==> config.mk <==
export PLATFORM = sky130hd
export DESIGN_NAME = class_priority_event_backlog
export DESIGN_NICKNAME = d
export VERILOG_FILES = /design/src/cpeb_pkg.sv /design/src/class_priority_event_backlog.sv /design/src/cpeb_core.sv
export SDC_FILE = /design/constraint.sdc
export NUM_CORES = 2
export LEC_CHECK = 0
export BUFFER_PORTS_ARGS = -buffer_cell sky130_fd_sc_hd__buf_2
export CORE_AREA = 2 2 366 332
export DETAILED_ROUTE_END_ITERATION = 12
export DIE_AREA = 0 0 368 334
export GPL_ROUTABILITY_DRIVEN = 1
export PLACE_DENSITY = 0.74
export RECOVER_POWER = 25
export SLEW_MARGIN = 20
export SYNTH_ARGS = -nofsm -noshare
export SYNTH_HDL_FRONTEND = slang
export SYNTH_SLANG_ARGS = --single-unit
==> constraint.sdc <==
create_clock -name clk -period 13.18 [get_ports clk]
set_input_delay 0.659 -clock clk [delete_from_list [all_inputs] [get_ports clk]]
set_output_delay 0.659 -clock clk [all_outputs]
set_load 0.03 [all_outputs]
==> src/cpeb_pkg.sv <==
// ----------------------------------------------------------------------------
// cpeb_pkg
// Shared types and codes for the class priority event backlog.
// ----------------------------------------------------------------------------
package cpeb_pkg;

  typedef enum logic [1:0] {
    OP_PUSH   = 2'd0,
    OP_BEGIN  = 2'd1,
    OP_FINISH = 2'd2,
    OP_POP    = 2'd3
  } opcode_t;

  typedef enum logic [2:0] {
    ST_OK          = 3'd0,
    ST_FULL        = 3'd1,
    ST_UNSUPPORTED = 3'd2,
    ST_EMPTY       = 3'd3,
    ST_CONFLICT    = 3'd4,
    ST_EXPIRED     = 3'd5
  } status_t;

  typedef enum logic [1:0] {
    KIND_NONE   = 2'd0,
    KIND_NORMAL = 2'd1,
    KIND_STOP   = 2'd2,
    KIND_URGENT = 2'd3
  } kind_t;

  localparam logic [1:0] CLS_URGENT = 2'd0;
  localparam logic [1:0] CLS_STOP   = 2'd1;
  localparam logic [1:0] CLS_NORMAL = 2'd2;
  localparam logic [1:0] CLS_UNSUP  = 2'd3;

  localparam logic [31:0] MAX_AGE_RESET = 32'd1000;

  typedef struct packed {
    opcode_t     opcode;
    logic [1:0]  event_class;
    logic [31:0] payload;
    logic [7:0]  payload_length;
    logic [31:0] time_ms;
    logic        retry;
  } req_t;

  typedef struct packed {
    status_t     status;
    logic [31:0] out_payload;
    logic [7:0]  out_length;
    logic [31:0] out_received_ms;
    logic [1:0]  out_class;
  } res_t;

endpackage

==> src/class_priority_event_backlog.sv <==
// ----------------------------------------------------------------------------
// class_priority_event_backlog
// Strict priority backlog of jobs in three classes sharing one slot pool.
//
// Channel | Dir | Handshake                | Content
// --------+-----+--------------------------+-------------------------------
// in_     | in  | in_tvalid / in_tready    | tuser opcode, tdata job fields
// out_    | out | out_tvalid / out_tready  | tuser status, tdata job fields
// cfg_    | in  | cfg_valid / cfg_ready    | max_age_ms
//
// One transfer per cycle sustained while the result side does not stall; an
// item's result passes the input register, then the result register after
// the state update. The state update for one item is combinational logic on
// the backlog registers. Reset is synchronous, active low, and restores the
// full free stack and empty rings. A stalled result holds the pipe; the input
// register still takes a transfer once the result register frees up.
// ----------------------------------------------------------------------------
module class_priority_event_backlog
  import cpeb_pkg::*;
#(
  parameter int TOTAL_SLOTS     = 16,
  parameter int NONURGENT_SLOTS = 8,
  parameter int NORMAL_SLOTS    = 4
) (
  input  logic        clk,
  input  logic        rst_n,
  input  logic        in_tvalid,
  output logic        in_tready,
  input  logic [79:0] in_tdata,   // event_class, payload, payload_length, time_ms, retry
  input  logic [1:0]  in_tuser,   // opcode
  output logic        out_tvalid,
  input  logic        out_tready,
  output logic [79:0] out_tdata,  // out_payload, out_length, out_received_ms, out_class
  output logic [2:0]  out_tuser,  // status
  input  logic        cfg_valid,
  output logic        cfg_ready,
  input  logic [31:0] cfg_data    // max_age_ms
);

  req_t        in_req_r;
  logic        in_valid_r;
  res_t        out_res_r;
  logic        out_valid_r;
  logic [31:0] max_age_r;
  res_t        res;
  logic        fire;

  assign fire      = in_valid_r && (!out_valid_r || out_tready);
  assign in_tready = !in_valid_r || fire;
  assign cfg_ready = 1'b1;

  always_ff @(posedge clk) begin
    if (!rst_n) begin
      in_valid_r  <= 1'b0;
      out_valid_r <= 1'b0;
      max_age_r   <= MAX_AGE_RESET;
    end else begin
      if (in_tready) in_valid_r <= in_tvalid;
      if (fire) begin
        out_valid_r <= 1'b1;
      end else if (out_tready) begin
        out_valid_r <= 1'b0;
      end
      if (cfg_valid) max_age_r <= cfg_data;
    end
  end

  always_ff @(posedge clk) begin
    if (in_tready && in_tvalid) begin
      in_req_r.opcode         <= opcode_t'(in_tuser);
      in_req_r.event_class    <= in_tdata[1:0];
      in_req_r.payload        <= in_tdata[33:2];
      in_req_r.payload_length <= in_tdata[41:34];
      in_req_r.time_ms        <= in_tdata[73:42];
      in_req_r.retry          <= in_tdata[74];
    end
    if (fire) out_res_r <= res;
  end

  cpeb_core #(
    .TOTAL_SLOTS    (TOTAL_SLOTS),
    .NONURGENT_SLOTS(NONURGENT_SLOTS),
    .NORMAL_SLOTS   (NORMAL_SLOTS)
  ) u_core (
    .clk    (clk),
    .rst_n  (rst_n),
    .step   (fire),
    .req    (in_req_r),
    .max_age(max_age_r),
    .res    (res)
  );

  assign out_tvalid = out_valid_r;
  assign out_tuser  = out_res_r.status;
  assign out_tdata  = {6'd0, out_res_r.out_class, out_res_r.out_received_ms,
                       out_res_r.out_length, out_res_r.out_payload};

  a_hold_input: assert property (@(posedge clk) disable iff (!rst_n)
    in_valid_r && !fire |=> in_valid_r && $stable(in_req_r))
    else $error("pending item lost while stalled");

  a_fire_result: assert property (@(posedge clk) disable iff (!rst_n)
    fire |=> out_valid_r)
    else $error("processed item gave no result");

  a_no_overwrite: assert property (@(posedge clk) disable iff (!rst_n)
    fire |-> !out_valid_r || out_tready)
    else $error("result register overwritten while held");

endmodule

==> src/cpeb_core.sv <==
// ----------------------------------------------------------------------------
// cpeb_core
// Backlog state (slot pool, free stack, class rings, dispatch) and the
// combinational update for one operation.
// ----------------------------------------------------------------------------
module cpeb_core
  import cpeb_pkg::*;
#(
  parameter int TOTAL_SLOTS     = 16,
  parameter int NONURGENT_SLOTS = 8,
  parameter int NORMAL_SLOTS    = 4
) (
  input  logic        clk,
  input  logic        rst_n,
  input  logic        step,
  input  req_t        req,
  input  logic [31:0] max_age,
  output res_t        res
);

  localparam int SW  = (TOTAL_SLOTS > 1) ? $clog2(TOTAL_SLOTS) : 1;
  localparam int TCW = $clog2(TOTAL_SLOTS + 1);
  localparam int SIW = (NONURGENT_SLOTS > 1) ? $clog2(NONURGENT_SLOTS) : 1;
  localparam int SCW = $clog2(NONURGENT_SLOTS + 1);
  localparam int NIW = (NORMAL_SLOTS > 1) ? $clog2(NORMAL_SLOTS) : 1;
  localparam int NCW = $clog2(NORMAL_SLOTS + 1);
  localparam int NUW = $clog2(NONURGENT_SLOTS + NORMAL_SLOTS + 2);
  localparam int NRW = $clog2(NORMAL_SLOTS + 2);

  logic [31:0]    slot_payload [TOTAL_SLOTS];
  logic [7:0]     slot_length  [TOTAL_SLOTS];
  logic [31:0]    slot_time    [TOTAL_SLOTS];
  logic [SW-1:0]  free_stack_r [TOTAL_SLOTS];
  logic [SW-1:0]  urgent_ring  [TOTAL_SLOTS];
  logic [SW-1:0]  stop_ring    [NONURGENT_SLOTS];
  logic [SW-1:0]  normal_ring  [NORMAL_SLOTS];

  logic [TCW-1:0] free_depth_r, free_depth_nxt;
  logic [SW-1:0]  urg_rptr_r, urg_rptr_nxt;
  logic [TCW-1:0] urgent_count_r, urgent_count_nxt;
  logic [SIW-1:0] stp_rptr_r, stp_rptr_nxt;
  logic [SCW-1:0] stop_count_r, stop_count_nxt;
  logic [NIW-1:0] nrm_rptr_r, nrm_rptr_nxt;
  logic [NCW-1:0] normal_count_r, normal_count_nxt;
  logic [TCW-1:0] total_count_r, total_count_nxt;
  logic           busy_r, busy_nxt;
  kind_t          dkind_r, dkind_nxt;
  logic [SW-1:0]  dslot_r, dslot_nxt;

  // write controls
  logic           slot_we;
  logic [SW-1:0]  slot_wa;
  logic           fs_we;
  logic [SW-1:0]  fs_wa;
  logic [SW-1:0]  fs_wd;
  logic           u_we, s_we, n_we;
  logic [SW-1:0]  u_wa;
  logic [SIW-1:0] s_wa;
  logic [NIW-1:0] n_wa;
  logic [SW-1:0]  ring_wd;

  // operation decode
  logic           do_free, do_enq;
  logic [SW-1:0]  free_slot;
  kind_t          enq_kind;
  logic [SW-1:0]  enq_slot;
  logic           push_ok;

  kind_t          push_kind;
  logic [NUW-1:0] nonurg;
  logic [NRW-1:0] normal_use;
  logic           full;
  logic [SW-1:0]  push_slot;
  logic [TCW-1:0] depth_dec;

  kind_t          sel_kind;
  logic [1:0]     sel_class;
  logic [SW-1:0]  sel_slot;
  logic           sel_any;
  logic [31:0]    age;
  logic           expired;

  logic [SW:0]    u_sum;
  logic [SIW:0]   s_sum;
  logic [NIW:0]   n_sum;
  logic [SW-1:0]  u_tail;
  logic [SIW-1:0] s_tail;
  logic [NIW-1:0] n_tail;

  always_comb begin
    case (req.event_class)
      CLS_URGENT: push_kind = KIND_URGENT;
      CLS_STOP:   push_kind = KIND_STOP;
      default:    push_kind = KIND_NORMAL;
    endcase
    nonurg = NUW'(stop_count_r) + NUW'(normal_count_r)
           + NUW'(busy_r && dkind_r != KIND_URGENT);
    normal_use = NRW'(normal_count_r) + NRW'(busy_r && dkind_r == KIND_NORMAL);
    full = (total_count_r >= TCW'(TOTAL_SLOTS)) || (free_depth_r == '0)
        || (push_kind != KIND_URGENT && nonurg >= NUW'(NONURGENT_SLOTS))
        || (push_kind == KIND_NORMAL && normal_use >= NRW'(NORMAL_SLOTS));
    depth_dec = free_depth_r - TCW'(1);
    push_slot = free_stack_r[depth_dec[SW-1:0]];
  end

  always_comb begin
    sel_any = 1'b1;
    if (urgent_count_r != '0) begin
      sel_kind  = KIND_URGENT;
      sel_class = CLS_URGENT;
      sel_slot  = urgent_ring[urg_rptr_r];
    end else if (stop_count_r != '0) begin
      sel_kind  = KIND_STOP;
      sel_class = CLS_STOP;
      sel_slot  = stop_ring[stp_rptr_r];
    end else if (normal_count_r != '0) begin
      sel_kind  = KIND_NORMAL;
      sel_class = CLS_NORMAL;
      sel_slot  = normal_ring[nrm_rptr_r];
    end else begin
      sel_any   = 1'b0;
      sel_kind  = KIND_NONE;
      sel_class = CLS_URGENT;
      sel_slot  = '0;
    end
    age     = req.time_ms - slot_time[sel_slot];
    expired = (sel_kind != KIND_URGENT) && (age > max_age);
  end

  // ring tails, modulo ring size
  always_comb begin
    u_sum  = (SW+1)'(urg_rptr_r) + (SW+1)'(urgent_count_r);
    u_tail = (u_sum >= (SW+1)'(TOTAL_SLOTS)) ?
             SW'(u_sum - (SW+1)'(TOTAL_SLOTS)) : SW'(u_sum);
    s_sum  = (SIW+1)'(stp_rptr_r) + (SIW+1)'(stop_count_r);
    s_tail = (s_sum >= (SIW+1)'(NONURGENT_SLOTS)) ?
             SIW'(s_sum - (SIW+1)'(NONURGENT_SLOTS)) : SIW'(s_sum);
    n_sum  = (NIW+1)'(nrm_rptr_r) + (NIW+1)'(normal_count_r);
    n_tail = (n_sum >= (NIW+1)'(NORMAL_SLOTS)) ?
             NIW'(n_sum - (NIW+1)'(NORMAL_SLOTS)) : NIW'(n_sum);
  end

  always_comb begin
    free_depth_nxt   = free_depth_r;
    urg_rptr_nxt     = urg_rptr_r;
    urgent_count_nxt = urgent_count_r;
    stp_rptr_nxt     = stp_rptr_r;
    stop_count_nxt   = stop_count_r;
    nrm_rptr_nxt     = nrm_rptr_r;
    normal_count_nxt = normal_count_r;
    total_count_nxt  = total_count_r;
    busy_nxt         = busy_r;
    dkind_nxt        = dkind_r;
    dslot_nxt        = dslot_r;
    slot_we   = 1'b0;
    slot_wa   = push_slot;
    fs_we     = 1'b0;
    fs_wa     = free_depth_r[SW-1:0];
    fs_wd     = '0;
    u_we      = 1'b0;
    s_we      = 1'b0;
    n_we      = 1'b0;
    u_wa      = u_tail;
    s_wa      = s_tail;
    n_wa      = n_tail;
    ring_wd   = '0;
    do_free   = 1'b0;
    free_slot = '0;
    do_enq    = 1'b0;
    enq_kind  = KIND_NONE;
    enq_slot  = '0;
    push_ok   = 1'b0;
    res        = '0;
    res.status = ST_OK;

    case (req.opcode)
      OP_PUSH: begin
        if (req.event_class == CLS_UNSUP) begin
          res.status = ST_UNSUPPORTED;
        end else if (full) begin
          res.status = ST_FULL;
        end else begin
          push_ok        = 1'b1;
          free_depth_nxt = depth_dec;
          slot_we        = 1'b1;
          do_enq         = 1'b1;
          enq_kind       = push_kind;
          enq_slot       = push_slot;
        end
      end
      OP_BEGIN, OP_POP: begin
        if (busy_r) begin
          res.status = ST_CONFLICT;
        end else if (total_count_r == '0 || !sel_any) begin
          res.status = ST_EMPTY;
        end else begin
          case (sel_kind)
            KIND_URGENT: begin
              urg_rptr_nxt     = (urg_rptr_r == SW'(TOTAL_SLOTS - 1)) ?
                                 '0 : urg_rptr_r + SW'(1);
              urgent_count_nxt = urgent_count_r - TCW'(1);
            end
            KIND_STOP: begin
              stp_rptr_nxt   = (stp_rptr_r == SIW'(NONURGENT_SLOTS - 1)) ?
                               '0 : stp_rptr_r + SIW'(1);
              stop_count_nxt = stop_count_r - SCW'(1);
            end
            default: begin
              nrm_rptr_nxt     = (nrm_rptr_r == NIW'(NORMAL_SLOTS - 1)) ?
                                 '0 : nrm_rptr_r + NIW'(1);
              normal_count_nxt = normal_count_r - NCW'(1);
            end
          endcase
          res.out_payload     = slot_payload[sel_slot];
          res.out_length      = slot_length[sel_slot];
          res.out_received_ms = slot_time[sel_slot];
          res.out_class       = sel_class;
          free_slot           = sel_slot;
          if (expired) begin
            res.status = ST_EXPIRED;
            do_free    = 1'b1;
          end else if (req.opcode == OP_BEGIN) begin
            busy_nxt  = 1'b1;
            dkind_nxt = sel_kind;
            dslot_nxt = sel_slot;
          end else begin
            do_free = 1'b1;
          end
        end
      end
      OP_FINISH: begin
        if (!busy_r) begin
          res.status = ST_EMPTY;
        end else if (req.retry && dkind_r == KIND_NONE) begin
          res.status = ST_CONFLICT;
        end else begin
          if (req.retry) begin
            do_enq   = 1'b1;
            enq_kind = dkind_r;
            enq_slot = dslot_r;
          end else begin
            do_free   = 1'b1;
            free_slot = dslot_r;
          end
          busy_nxt  = 1'b0;
          dkind_nxt = KIND_NONE;
          dslot_nxt = '0;
        end
      end
      default: res.status = ST_OK;
    endcase

    if (push_ok) begin
      total_count_nxt = total_count_r + TCW'(1);
    end
    if (do_free) begin
      if (free_depth_r < TCW'(TOTAL_SLOTS)) begin
        fs_we          = 1'b1;
        fs_wd          = free_slot;
        free_depth_nxt = free_depth_r + TCW'(1);
      end
      if (total_count_r != '0) begin
        total_count_nxt = total_count_r - TCW'(1);
      end
    end
    if (do_enq) begin
      ring_wd = enq_slot;
      case (enq_kind)
        KIND_URGENT: begin
          u_we = 1'b1;
          if (urgent_count_r < TCW'(TOTAL_SLOTS)) begin
            urgent_count_nxt = urgent_count_r + TCW'(1);
          end
        end
        KIND_STOP: begin
          s_we = 1'b1;
          if (stop_count_r < SCW'(NONURGENT_SLOTS)) begin
            stop_count_nxt = stop_count_r + SCW'(1);
          end
        end
        default: begin
          n_we = 1'b1;
          if (normal_count_r < NCW'(NORMAL_SLOTS)) begin
            normal_count_nxt = normal_count_r + NCW'(1);
          end
        end
      endcase
    end
  end

  always_ff @(posedge clk) begin
    if (!rst_n) begin
      free_depth_r   <= TCW'(TOTAL_SLOTS);
      urg_rptr_r     <= '0;
      urgent_count_r <= '0;
      stp_rptr_r     <= '0;
      stop_count_r   <= '0;
      nrm_rptr_r     <= '0;
      normal_count_r <= '0;
      total_count_r  <= '0;
      busy_r         <= 1'b0;
      dkind_r        <= KIND_NONE;
      dslot_r        <= '0;
    end else if (step) begin
      free_depth_r   <= free_depth_nxt;
      urg_rptr_r     <= urg_rptr_nxt;
      urgent_count_r <= urgent_count_nxt;
      stp_rptr_r     <= stp_rptr_nxt;
      stop_count_r   <= stop_count_nxt;
      nrm_rptr_r     <= nrm_rptr_nxt;
      normal_count_r <= normal_count_nxt;
      total_count_r  <= total_count_nxt;
      busy_r         <= busy_nxt;
      dkind_r        <= dkind_nxt;
      dslot_r        <= dslot_nxt;
    end
  end

  always_ff @(posedge clk) begin
    if (!rst_n) begin
      for (int i = 0; i < TOTAL_SLOTS; i++) begin
        free_stack_r[i] <= SW'(TOTAL_SLOTS - 1 - i);
      end
    end else if (step && fs_we) begin
      free_stack_r[fs_wa] <= fs_wd;
    end
  end

  always_ff @(posedge clk) begin
    if (step && slot_we) begin
      slot_payload[slot_wa] <= req.payload;
      slot_length[slot_wa]  <= req.payload_length;
      slot_time[slot_wa]    <= req.time_ms;
    end
    if (step && u_we) urgent_ring[u_wa] <= ring_wd;
    if (step && s_we) stop_ring[s_wa]   <= ring_wd;
    if (step && n_we) normal_ring[n_wa] <= ring_wd;
  end

  a_slot_balance: assert property (@(posedge clk) disable iff (!rst_n)
    int'(free_depth_r) + int'(total_count_r) == TOTAL_SLOTS)
    else $error("free depth and backlog count out of balance");

  a_class_balance: assert property (@(posedge clk) disable iff (!rst_n)
    int'(urgent_count_r) + int'(stop_count_r) + int'(normal_count_r)
      + int'(busy_r) == int'(total_count_r))
    else $error("class counts disagree with backlog count");

  a_busy_kind: assert property (@(posedge clk) disable iff (!rst_n)
    busy_r |-> dkind_r != KIND_NONE)
    else $error("dispatch active without a kind");

  a_nonurgent_cap: assert property (@(posedge clk) disable iff (!rst_n)
    step && req.opcode == OP_PUSH && res.status == ST_OK
      && req.event_class != CLS_URGENT |-> nonurg < NUW'(NONURGENT_SLOTS))
    else $error("non-urgent push accepted over cap");

endmodule

==> flow_summary_export.csv <==
group,metric,value,unit
run_status,outcome,"finished, violations left",
run_status,violations,"capacitance limit, slew limit",
yosys,avgSynthCellArea,15.43,sq um
yosys,synth_mux_area_share,12.51,%
floorplan,core_region_area,119600,sq um
grt,grt_max_degree,230,
clocking,cts_tree,"done",
sta,max_slew_margin,-65.45,%
route,drt_iter0_drc,4128,
floorplan,initial_utilization,54.40,%
final_layout,syn_to_final_growth,11.00,%
grt,grt_use_total,23.64,%
yosys,synth_compound_area_share,5.357,%
sta,finClkSkew,0.02927,ns
power,p_switching,2315,uW
power,peakVddDrop,0.00009546,V
clocking,clkSlewWorstSetupHoldPaths,0.06,ns
final_layout,post-route-util,60.39,%
floorplan,die_x,368,um
sta,maxSlewViolCount,48,
sta,period_share,87.65,%
sta,rsz0062_at_grt,"false",
clocking,h-tree-depth,4,
critical_path,cp-end-kind,"register",
yosys,async_flop_share,0,%
sta,fin_ws,1.628,ns
sta,finalHoldViolCount,0,
clocking,clock-root-buffer,"clkbuf_16",
sta,setup_tns,0,ns
route,drt-wirelength-per-cell,23.93,um
yosys,syn_inst,4217,
grt,overflow,0,
floorplan,fp.dieH,334,um
clocking,clock_sinks,1563,
route,antenna_left,0,
power,p_sw_share,22.37,%
route,routed_wl,146400,um
critical_path,cp-start-kind,"register",
yosys,ys_top_cells_by_area,"edfxtp_1 68%, mux2i_1 7.4%, dfxtp_1 2.5%, mux2_2 2.4%, nand2_1 2.3%",
critical_path,crit_required,13.58,ns
yosys,yosys.area.top_type,"edfxtp_1",
yosys,ys_warn_count,0,
placement,dpl_worst_slack,1.787,ns
power,power_frac_clock,39.7,%
sta,setup_viol,0,
yosys,synth_ff_type,"edfxtp_1",
sta,worstMarginPinSlew,2.482,ns
yosys,synth_top_cells_by_count,"1482 x edfxtp_1, 478 x mux2i_1, 399 x nand2_1",
yosys,yosysMostFrequentCell,"edfxtp_1",
critical_path,crit_fanout,81,
grt,grt_pass1_wl,219200,um
sta,clock.fmax,86.57,MHz
yosys,synth_seq_area_share,70.89,%
critical_path,slowest_delay,0.93,ns
final_layout,finalNetCount,4604,
run,max_cap_viol_count,1,
placement,port_buffers,192,
yosys,synth.distinct_cells,75,
yosys,yosys_register_bits,1563,
grt,antenna_found_initial,1,
floorplan,die_area,122900,sq um
power,total_power,10350,uW
yosys,synth_fa_ha_area_share,1.835,%
power,p_seq_share,53.8,%
placement,gp_congestion,0.8462,
critical_path,crit_arrival,11.95,ns
yosys,syn-cell-area,65070,sq um
critical_path,crit_slowest_cell,"buf_4",
route,vias,36620,
floorplan,ios,205,
yosys,synth-edff-count,1482,
grt,grt_pass1_vias,35650,
clocking,postCtsSetupRepairBufs,0,
critical_path,worstSetupPathType,"reg -> reg",
floorplan,rows,121,
yosys,synth_top_area_share,68.40,%
clocking,cts_buffers,154,
power,comb_power_share,6.5,%
sta,min_period,11.55,ns
power,power_density,143.3,nW/um^2
yosys,synthXorXnorAreaFrac,0.6192,%
yosys,synth_top_family_by_area,"multiplexers",
min_path,hold_path.class,"in -> reg",
yosys,yosys.area_share.simple,6.415,%
power,p_leak,0.02424,uW
clocking,clock_path_buffers,3,
clocking,clk-insertion-delay-late,0.78,ns
final_layout,final_layout_size_suffix_gt1_share,14.52,%
route,first_pass_iters,6,
route,via_per_inst,5.987,
route,drc,0,
placement,hpwlAfterDp,78450,um
power,p_int,8032,uW
-- worst max-delay path, delay by kind of cell (launching register included) --
family | cells | cell delay (ns)
compound gates | 10 | 3.56
simple gates | 8 | 3.13
flops | 1 | 0.37
mux | 4 | 0.82
buf+inv | 6 | 2.12
fa+ha+maj | 3 | 0.89
-- layout by cell type (no fill, tap or decap), types with 93 or more instances in the layout --
cell type,netlist,final
a21oi_1,108,107
edfxtp_1,1482,1482
mux2i_1,478,478
nand2_1,399,398
clkbuf_16,0,156
nor2_1,325,309
a311oi_1,121,121
buf_2,74,167
mux2_2,139,139
nor3_1,95,93
-- what timing repair did --
action | 4_1_cts | 5_1_grt
hold buffers | 5 | 0
endpoints found under the hold margin | 5 | 0
gates resized for setup | 0 | 0
-- metrics by stage --
stage	instances	hold WS (ns)	area, sq um
floorplan	4222	0.4496	65080
global placement	5828	0.4656	67450
detailed placement	5828	0.4829	67450
CTS	6114	0.0003417	72220
global route	6116	0.02415	72220
finish	6117	0.05414	72220
-- layout make-up --
type                       count  area, sq um
sequential                  1563        46120
fill                        8714        47380
clock inverter                81        611.8
antenna                        1        2.502
clock buffer                 200         4099
timing repair buffer         260         1519
multi-input combinational   2341        17590
inverter                      72        275.3
tap                         1599         2001
-- final timing paths --
kind / slack [ns] / from / cells past startpoint / to
setup / recovery: 1.63 / u_core.urgent_count_r[1] / 31 / u_core.free_stack_r[10][3]
hold / removal: 0.05 / in_tdata[25] / 1 / in_req_r[64]
setup reg to reg: 1.63 / u_core.urgent_count_r[1] / 31 / u_core.free_stack_r[10][3]
hold reg to reg: 0.49 / max_age_r[5] / 2 / max_age_r[5]
-- flip-flops by register name (all words and copies together), names as in the netlist, 5 cells and up, named ones only --
name,cells
u_core.slot_payload,512
u_core.slot_time,512
u_core.slot_length,128
in_req_r,77
out_tdata,74
u_core.free_stack_r,64
u_core.urgent_ring,64
max_age_r,32
u_core.stop_ring,32
u_core.normal_ring,16
u_core.free_depth_r,5
u_core.total_count_r,5
u_core.urgent_count_r,5
-- per-layer routing --
metal	global-route usage (%)	up-vias	wire, um
met1	33.01	18420	61500
met2	38.50	1395	70930
met4	7.668	2	4023
met3	3.453	264	9927
li1	-	16540	-
met5	0	-	11
-- kinds of logic (layout without fill, tap and decap cells) --
logic type / Yosys count / in the layout
flops: 1563 / 1563
simple gates: 975 / 975
mux: 725 / 725
compound gates: 495 / 495
buf+inv: 318 / 613
fa+ha+maj: 93 / 93
xor+xnor: 46 / 46
other cells: 2 / 8
-- power by group through the flow --
stage	Sequential (uW)	Combinational (uW)	Clock [uW]
after floorplan	5660	457	0
after global placement	5660	659	0
after detailed placement	5670	670	0
after CTS	5560	675	4180
after global routing	5570	735	4370
final	5560	674	4110
Power figures use the tool's default switching activity.
